$ cat src/sv/sss_pkg.sv
// Shared types and constants for the sorted-matrix staircase search block.
// No dependencies; imported by the controller, datapath and top level.
`default_nettype none
package sss_pkg;

	localparam int DATA_W = 32;
	localparam int IDX_W  = 6;
	localparam int DIM_W  = 7;
	localparam int CFG_W  = 1;

	localparam logic OP_WRITE  = 1'b0;
	localparam logic OP_SEARCH = 1'b1;

	localparam logic [CFG_W-1:0] CFG_NUM_ROWS = 1'b0;
	localparam logic [CFG_W-1:0] CFG_NUM_COLS = 1'b1;

	localparam logic [DIM_W-1:0] DIM_RESET = 7'd64;

	typedef enum logic [1:0] {
		ST_IDLE,
		ST_WALK,
		ST_DONE
	} state_t;

	typedef struct packed {
		logic mem_wr;
		logic start;
		logic walk;
		logic finish;
		logic out_load;
	} cmd_t;

	typedef struct packed {
		logic hit;
		logic exit;
	} stat_t;

endpackage
`default_nettype wire

$ cat src/sv/sss_ctrl.sv
// Controller state machine for the staircase search: input handshake,
// walk sequencing and output register valid. Depends on sss_pkg.
`default_nettype none
module sss_ctrl (
	input  wire logic          clk,
	input  wire logic          arst_n,
	input  wire logic          in_valid,
	output logic               in_ready,
	input  wire logic          opcode,
	output logic               out_valid,
	input  wire logic          out_ready,
	input  wire sss_pkg::stat_t stat,
	output sss_pkg::cmd_t      cmd
);
	import sss_pkg::*;

	state_t state_q;
	state_t state_nxt;
	logic   out_valid_q;
	logic   accept;
	logic   slot_free;

	assign accept    = in_valid && (state_q == ST_IDLE);
	assign slot_free = !out_valid_q || out_ready;

	always_comb begin
		state_nxt = state_q;
		unique case (state_q)
			ST_IDLE: begin
				if (accept && opcode == OP_SEARCH)
					state_nxt = ST_WALK;
			end
			ST_WALK: begin
				if (stat.exit || stat.hit)
					state_nxt = ST_DONE;
			end
			ST_DONE: begin
				if (slot_free)
					state_nxt = ST_IDLE;
			end
			default: state_nxt = ST_IDLE;
		endcase
	end

	always_comb begin
		in_ready     = 1'b0;
		cmd          = '0;
		unique case (state_q)
			ST_IDLE: begin
				in_ready   = 1'b1;
				cmd.mem_wr = accept && opcode == OP_WRITE;
				cmd.start  = accept && opcode == OP_SEARCH;
			end
			ST_WALK: begin
				cmd.walk   = 1'b1;
				cmd.finish = stat.exit || stat.hit;
			end
			ST_DONE: begin
				cmd.out_load = slot_free;
			end
			default: ;
		endcase
	end

	always_ff @(posedge clk or negedge arst_n) begin
		if (!arst_n) begin
			state_q     <= ST_IDLE;
			out_valid_q <= 1'b0;
		end else begin
			state_q <= state_nxt;
			if (cmd.out_load)
				out_valid_q <= 1'b1;
			else if (out_ready)
				out_valid_q <= 1'b0;
		end
	end

	assign out_valid = out_valid_q;

endmodule
`default_nettype wire

$ cat config.mk
export PLATFORM = sky130hd
export DESIGN_NAME = sss_ctrl
export DESIGN_NICKNAME = d
export VERILOG_FILES = /design/src/sv/sss_pkg.sv /design/src/sv/sss_ctrl.sv
export SDC_FILE = /design/constraint.sdc
export NUM_CORES = 1
export LEC_CHECK = 0
export BUFFER_PORTS_ARGS = -buffer_cell sky130_fd_sc_hd__buf_2
export CAP_MARGIN = 10
export CORE_AREA = 5 5 42 44
export CTS_CLUSTER_DIAMETER = 150
export DETAILED_ROUTE_END_ITERATION = 8
export DIE_AREA = 0 0 47 49
export PLACE_DENSITY = 0.31
export SYNTH_ARGS = -nofsm -noshare
export SYNTH_HDL_FRONTEND = slang
export SYNTH_SLANG_ARGS = --single-unit
$ cat constraint.sdc
create_clock -name clk -period 1.3 [get_ports clk]
set_clock_uncertainty 0.2 [all_clocks]
set_input_delay 0.13 -clock clk [delete_from_list [all_inputs] [get_ports clk]]
set_output_delay 0.13 -clock clk [all_outputs]
set_load 0.005 [all_outputs]
[After elaboration in Yosys (flattened, before gate mapping)]
Cells that the tools add are included.
Word-level totals
  register bits: 3
  bits of input ports: 7
  logic and storage cells: 27
  output and inout bits: 7
Operators by class
  muxes and demuxes: 10
  reductions and logical operators: 9
  equality and inequality tests: 5
  bitwise gates (word level): 1
Operator list (number)
  two-way mux 2 bit: 5
  case mux 2 bit (3 select lines): 1
  two-way mux 1 bit: 4
  != test 2 bit (second input constant): 2
  logical AND 1 bit: 3
  AND reduction 3 bit: 1
  equality test 2 x 1 -> 1 bit (second input constant): 1
  equality test 2 bit (second input constant): 1
  logical NOT 2 bit: 1
  logical OR 1 bit: 2
  != test 2 x 1 -> 1 bit (second input constant): 1
  nonzero test 2 bit: 1
  logical NOT 1 bit: 1
  NOT 1 bit: 1

[Depth between registers and ports, before layout]
Gate-level depths: netlist of the first run.
  depth in word-level cells: 5
  depth in mapped cells: 3

[Worst setup path after synthesis of the first run]
No wires, ideal clock.
  path kind: register to output
  start: register state_q[1]
  end: output port cmd[3] in the netlist's numbering
  required time: 970 ps
  path buffers: 0
  setup slack: 228 ps
  cell stages (with the launch flop): 3
  data arrival time: 742 ps
  cell sequence: dfrtp_1 > nor2_1 > and3_1
RTL lines
  start: declaration: RTL line sss_ctrl.sv:17  | state_t state_q;
  start signal: assignment: RTL line sss_ctrl.sv:70  | state_q <= state_nxt;
  end: declaration: RTL line sss_ctrl.sv:13  | output sss_pkg::cmd_t cmd

==> results.cfg, run 1 <==
[floorplan]
coreArea_sq_mm = 0.001401
die_w_um = 47
initial_core_util = 0.1071
ios = 14
die_area_sq_mm = 0.002303
die_height_um = 49
rows = 14

[worst_setup_path]
critPathSlowestCell = dfrtp_2
r2r_start = state_q[1]$_DFFE_PN0P_
critPathMaxStageDelay_ns = 0.43
required_ns = 0.97
cp_num_buf_inv = 1
crit_path_start_kind = flip-flop
cp.arrival_ns = 1.09
path_delay_family = flip-flops
path_cells = nor4b_2 -> buf_2
crit_fanout = 4
worst-setup-path-type = reg2out
cp-startpoint = state_q[1]$_DFFE_PN0P_
critPathCaptureType = output pin

[pwr]
clkPwrFrac = 0.380
switchingPower_uw = 120.1
total_power_uw = 432.3
ir_drop_mv = 0.4158
p_per_area_mw_per_mm2 = 1159
comb_power_share = 0.330
p_leak_uw = 0.0001934
switching_share = 0.2778
power.internal_uw = 312.2
seqPwrFrac = 0.290

[cells_and_area]
drive_above_1_share = 0.7317
area_delta_synth_final_pct = 148.3
diodes = 0
layout.nets = 49
multi_input_area_sq_um = 106.4
regArea_sq_um = 77.57
fillCellCount = 165
final_util = 0.2661

[global_routing]
grt.overflow.total = 0
grt_usage = 0.06140
grt_pass1_vias = 235
grt_pass1_wl_um = 972
grt_max_degree = 5
antenna_found_initial = 0

[min_path]
min_path_type = in2async

[logic_synthesis]
ys_types = 10
avgSynthCellArea_sq_um = 9.384
yosys_warnings = 0
synth_fp_nets = 23
synth_area_leaders = dfrtp_1 (50%), nand2b_1 (13%), nor2_1 (7.5%)
synth_top_area_cell = dfrtp_1
netlist_area_sq_um = 150.1
synth_top_area_frac = 0.5000
ys_seq_elements = 3
yosysSeqAreaShare = 0.5000
syn_inst = 16

[route]
drc_errors = 0
dr.pass1.iters = 1
final_antenna_net_count = 0
wl_um = 638
wl_met3_um = 121
wl_met1_um = 243
highest_layer = met4
wl_met2_um = 267
wl_per_cell_um = 11.19
viasPerCell = 3.825
drt_iter0_markers = 0
via_count = 218

[clock_tree]
clk_path_buf_depth = 2
clk_latency_ns = 0.23
cts_tree = done
cts_buffers = 3
h-tree-depth = 1
clkSinkCount = 3
cts-root-buf = clkbuf_4
path_clk_slew_ns = 0.04

[timing]
fmax_mhz = 703.1
drv_slew = 0
finalCritPeriodShare = 1.094
slew_headroom = 0.8291
period_needed_ns = 1.422
worst_slack_ns = -0.1223
rsz0062_at_grt = yes
worst_pin_slew_ns = 0.2554
final_hold_viol_count = 0
setup_viol = 5

[placement]
dpl.hpwl_um = 412.8
gp_congestion = 0.7237
io_buffer_count = 13

[run_status]
outcome = complete, but fails checks
violations = negative setup slack

[run]
max-cap-violations = 0
[placed cells by master (no fill, tap or decap), types with 2 or more instances in the layout]
master,n
dfrtp_2,2
clkbuf_4,3
buf_4,6
nand2b_4,2
dlygate4sd3_1,2
nor2_1,2
buf_2,12
[logic make-up after synthesis]
logic type,synth area share
buffers and inverters,0.02498
AOI/OAI and AO/OA,0.1084
DFF,0.5000
and+or+nand+nor,0.3667
[stage by stage]
step	worst slack (ns)	hold slack (ns)	instances	TNS (ns)	cell area, sq um
finish	-0.1223	0.01584	57	-0.3633	372.9
global route	-0.1590	0.03877	57	-0.5792	372.9
CTS	-0.09894	0.005303	55	-0.3178	349.1
detailed placement	0.1457	-0.2672	45	0	235.2
global placement	0.1529	-0.2696	45	0	235.2
floorplan	0.2282	-0.3656	16	0	150.1
[power by group through the flow]
stage          registers (uW)  logic (uW)  clock network (uW)
2_1_floorplan             116        36.8                   0
3_3_place_gp              116        80.1                   0
3_5_place_dp              116        79.6                   0
4_1_cts                   124         124                 173
5_1_grt                   127         157                 175
6_report                  125         143                 164
[state kept, by name, indices dropped and copies added (netlist names)]
| signal | flops |
|---|---|
| out_valid | 1 |
| state_q | 2 |
[layout make-up]
cell class,count,area share
clock buffer,4,0.07047
inverter,1,0.01678
multi-input combinational,12,0.2852
sequential,3,0.2081
tap,16,0.05369
timing repair buffer,21,0.3658
[synth_stat cells (all sizes together)]
cell and count:
and3 1, nor4b 1, dfrtp 3, inv 1, nand2 1, nor2 3, nor2b 1, nand2b 3
a32o 1, o22ai 1
[timing repair]
action,4_1_cts,5_1_grt
pin swaps,1,3
endpoints found under the hold margin,4,0
setup endpoints to repair,5,6
buffers inserted,4,2
gates resized for setup,8,2
hold buffers,2,0
[path summary, 6_finish.rpt]
check	slack, ns	depth (start not counted)	endpoint
max	-0.12	2	cmd[4]
min in group clk	0.02	2	state_q[0]$_DFFE_PN0P_
min reg2reg	0.36	2	out_valid$_DFFE_PN0P_
max reg2reg	0.05	4	state_q[0]$_DFFE_PN0P_
max in group asynchronous	0.76	2	state_q[0]$_DFFE_PN0P_
min	0.02	2	out_valid$_DFFE_PN0P_
[routing by layer]
layer	vias up	track usage
met1	95	0.06637
met4	0	0.05991
met3	2	0.03321
li1	105	-
met2	16	0.07919
met5	-	0
No activity file was read; power rests on OpenSTA's default activity.
==> inputs of run 2 (changes only) <==
Settings changed: SKIP_LAST_GASP from default to 1.
==> run 2 against run 1 <==
Against the previous run:
- core utilization decreased by 0.45 points
- the run still ends with negative setup slack left
- final cell count unchanged
- global-route usage is the same
- critical endpoint unchanged
- sequential power about the same
- non-clock buffer count stayed put
==> results.cfg, run 2 (same netlist as run 1, synthesis figures left out) <==
[route]
drt_iter0_markers = 0
via_count = 221
final_antenna_net_count = 0
viasPerCell = 3.877
dr.pass1.iters = 1
wl_per_cell_um = 11.16
wl_um = 636
drc_errors = 0

[cells_and_area]
final_util = 0.2616
area_delta_synth_final_pct = 144.2
layout_common_cells = buf_2 (12), buf_4 (6), clkbuf_4 (3)
largest_register = state_q
final_common_cell = buf_2
regArea_sq_um = 77.57
largest_register_ffs = 2
drive_above_1_share = 0.7073
diodes = 0
fillCellCount = 164
multi_input_area_sq_um = 100.1
fin_area_sq_um = 366.6
layout.nets = 49

[timing]
drv_slew = 0
final_hold_viol_count = 0
worst_pin_slew_ns = 0.2232
fmax_mhz = 702.1
setup_viol = 5
finalCritPeriodShare = 1.096
rsz0062_at_grt = yes
slew_headroom = 0.8507
worst_slack_ns = -0.1244
period_needed_ns = 1.424

[clock_tree]
cts_tree = done
cts-root-buf = clkbuf_4
cts_buffers = 3
clkSinkCount = 3
clk_latency_ns = 0.23
clk_path_buf_depth = 2
h-tree-depth = 1
path_clk_slew_ns = 0.04

[floorplan]
ios = 14
die_height_um = 49
initial_core_util = 0.1071
die_w_um = 47
die_area_sq_mm = 0.002303
coreArea_sq_mm = 0.001401
rows = 14

[min_path]
hold_start = out_ready
min_path_type = in2reg
holdPathStages = 3
holdPathEnd = out_valid$_DFFE_PN0P_

[pwr]
switching_share = 0.2779
p_per_area_mw_per_mm2 = 1172
clkPwrFrac = 0.386
seqPwrFrac = 0.291
p_leak_uw = 0.0001915
comb_power_share = 0.323
total_power_uw = 429.8
power.internal_uw = 310.3
switchingPower_uw = 119.4
ir_drop_mv = 0.4153

[worst_setup_path]
crit_path_start_kind = flip-flop
cp.arrival_ns = 1.09
reg2reg_depth = 4
crit_fanout = 4
r2r-end = state_q[0]$_DFFE_PN0P_
r2r_slack_ns = 0.05
required_ns = 0.97
worst-setup-path-type = reg2out
r2r_start = state_q[1]$_DFFE_PN0P_
critPathCaptureType = output pin

[placement]
io_buffer_count = 13
gp_congestion = 0.7237
dpl.hpwl_um = 412.8
dpl_cell_area_sq_um = 235.2

[global_routing]
grt_pass1_vias = 235
grt_usage = 0.06140
antenna_found_initial = 0
grt_max_degree = 5
grt.overflow.total = 0
grt_pass1_wl_um = 972

[run_status]
outcome = complete, but fails checks
violations = negative setup slack

[run]
max-cap-violations = 0
## run 2: cell counts in the layout (fill, tap and decap cells not counted)
No cell type changed its count.
## run 2: metal layers
layer	global-route usage	part of all wire	vias up
li1	-	-	105
met3	0.03321	0.19	2
met1	0.06637	0.38	96
met4	0.05991	0.0094	0
met2	0.07919	0.42	18
met5	0	0	-
## run 2: worst max-delay path, cell delays in order, from the launching register on
cell and delay, ns:
dfrtp_2 0.44, nor4b_2 0.27, buf_2 0.16
## run 2: final cells by class
class / instances / share of cell area
sequential: 3 / 0.2116
clock buffer: 4 / 0.07167
inverter: 1 / 0.01706
multi-input combinational: 12 / 0.2730
tap: 16 / 0.05461
timing repair buffer: 21 / 0.3720
## run 2: how the worst max path moves through the flow
stage / slack [ns] / to / startpoint / depth (start not counted)
floorplan: 0.23 / cmd[3] / state_q[1]$_DFFE_PN0P_ / 2
global placement: 0.15 / cmd[4] / state_q[1]$_DFFE_PN0P_ / 2
detailed placement: 0.15 / cmd[3] / state_q[1]$_DFFE_PN0P_ / 3
CTS: -0.1 / cmd[4] / state_q[1]$_DFFE_PN0P_ / 2
global route: -0.16 / cmd[4] / state_q[1]$_DFFE_PN0P_ / 2
finish: -0.12 / cmd[4] / state_q[1]$_DFFE_PN0P_ / 2
## run 2: repair_timing
item / in CTS / in global routing
resized for setup: 8 / 1
hold endpoints to repair: 4 / 0
pin swaps: 1 / 3
hold buffers: 2 / 0
setup buffers: 4 / 2
cloned: 0 / 0
setup endpoints to repair: 5 / 6
## run 2: stage by stage
step	setup TNS, ns	hold slack [ns]	setup slack [ns]	instances
final	-0.3746	0.01144	-0.1244	57
after global routing	-0.6007	0.03877	-0.1590	57
after CTS	-0.3178	0.005303	-0.09894	55
after detailed placement	0	-0.2672	0.1457	45
after global placement	0	-0.2696	0.1529	45
after floorplan	0	-0.3656	0.2282	16
## run 2: power groups by stage
stage / clock network, uW / logic, uW / registers [uW]
4_1_cts: 173 / 124 / 124
5_1_grt: 175 / 153 / 127
3_5_place_dp: 0 / 79.6 / 116
3_3_place_gp: 0 / 80.1 / 116
2_1_floorplan: 0 / 36.8 / 116
6_report: 166 / 139 / 125
==> inputs of run 3 (changes only) <==
Clock period 1.3 ns to 1.7 ns, I/O delays scaled along.
==> run 3 against run 2 <==
Against the previous run:
- die area did not move
- final cell count is 12% lower
- critical path type unchanged
- critical path depth stayed put
- design area is 26% lower
- the flow now finishes without violations
- core utilization is 6.8 points lower
- global-route usage decreased by 1.3 points
- power is 36% lower
==> results.cfg, run 3 (same netlist as run 1, synthesis figures left out) <==
[run_status]
outcome = finished clean

[clock_tree]
clk_latency_ns = 0.23
clk_path_buf_depth = 2
clkSinkCount = 3
cts_buffers = 3
cts_setup_buffers = 0
path_clk_slew_ns = 0.04
ctsResizeCount = 0
cts-root-buf = clkbuf_4
h-tree-depth = 1
cts_tree = done

[cells_and_area]
area_delta_synth_final_pct = 80.83
final_util = 0.1938
fin_cells = 50
drive_above_1_share = 0.5000
final_common_cell = buf_2
diodes = 0
largest_register_ffs = 2
layout.nets = 42
layout_common_cells = buf_2 (13), nor2_1 (3), nand2b_1 (3), clkbuf_4 (3), dfrtp_1 (3)
largest_register = state_q

[floorplan]
initial_core_util = 0.1071
die_w_um = 47
coreArea_sq_mm = 0.001401
die_height_um = 49
ios = 14
rows = 14
die_area_sq_mm = 0.002303

[placement]
io_buffer_count = 13
place.detailed.instances = 45
gp_congestion = 0.7238
dpl.hpwl_um = 412.8

[timing]
worst_pin_slew_ns = 0.2344
finalCritPeriodShare = 0.8495
setup_viol = 0
slew_headroom = 0.8415
drv_slew = 0
fin_setup_tns_ns = 0
rsz0062_at_grt = no
fmax_mhz = 692.5
whs_ns = 0.01787
final_hold_viol_count = 0
period_needed_ns = 1.444

[route]
final_antenna_net_count = 0
via_count = 186
viasPerCell = 3.720
wl_um = 495
dr.pass1.iters = 2
drc_errors = 0
drt_iter0_markers = 1
wl_per_cell_um = 9.900

[global_routing]
grt_max_degree = 5
grt_pass1_vias = 185
antenna_found_initial = 0
grt_usage = 0.04869
grt_pass1_wl_um = 745
grt.overflow.total = 0

[pwr]
switchingPower_uw = 73.85
power.internal_uw = 201.5
switching_share = 0.2682
p_per_area_mw_per_mm2 = 1014
seqPwrFrac = 0.321
clkPwrFrac = 0.456
comb_power_share = 0.223
p_leak_uw = 0.0001520
ir_drop_mv = 0.2975

[worst_setup_path]
required_ns = 1.33
cp.arrival_ns = 1.07
critPathCaptureType = output pin
crit_path_start_kind = flip-flop
crit_fanout = 4
worst-setup-path-type = reg2out

[run]
max-cap-violations = 0

[min_path]
min_path_type = in2reg
-- run 3: power groups by stage --
| stage | Combinational, uW | Clock, uW | Sequential (uW) |
|---|---|---|---|
| after floorplan | 28.1 | 0 | 88.6 |
| after detailed placement | 60.9 | 0 | 89.1 |
| after global placement | 61.3 | 0 | 88.5 |
| final | 61.5 | 126 | 88.3 |
| after CTS | 63.0 | 132 | 88.3 |
| after global routing | 70.1 | 133 | 89.7 |
-- run 3: critical path: stages (launching register included) --
cell and delay, ns:
dfrtp_1 0.39, nor4b_1 0.29, buf_2 0.16
-- run 3: per-layer routing --
layer	track usage	wire length, um
met5	0	0
met2	0.05430	160
met1	0.05752	216
met4	0.05530	6
met3	0.02583	112
-- run 3: cell type report --
cell class | count | area [sq um]
flip-flops and latches | 3 | 75.07
clock buffers | 4 | 26.28
inverters | 1 | 3.754
fillers | 173 | 1130
multi-input cells | 12 | 71.32
repair buffers | 14 | 75.07
well taps | 16 | 20.02
-- run 3: worst paths after layout --
kind / startpoint / to / slack [ns] / cells after the start
max in group asynchronous: arst_n / state_q[0]$_DFFE_PN0P_ / 1.13 / 2
worst max-delay path: state_q[1]$_DFFE_PN0P_ / cmd[4] / 0.26 / 2
worst max register to register: state_q[1]$_DFFE_PN0P_ / state_q[0]$_DFFE_PN0P_ / 0.58 / 3
worst min-delay path: in_valid / state_q[0]$_DFFE_PN0P_ / 0.02 / 2
min in group asynchronous: arst_n / out_valid$_DFFE_PN0P_ / 0.06 / 2
worst min register to register: out_valid$_DFFE_PN0P_ / out_valid$_DFFE_PN0P_ / 0.33 / 2
-- run 3: repair_timing --
action	CTS	global route
hold buffers	1	0
endpoints found under the hold margin	3	0
endpoints found under the setup margin	0	0
-- run 3: through the flow --
stage / area (sq um) / setup WS [ns] / power (uW)
after CTS: 271.5 / 0.2516 / 283.3
final: 271.5 / 0.2559 / 275.4
after global routing: 271.5 / 0.1862 / 293.3
after global placement: 235.2 / 0.5130 / 149.7
after detailed placement: 235.2 / 0.5057 / 150.0
after floorplan: 150.1 / 0.5882 / 116.7
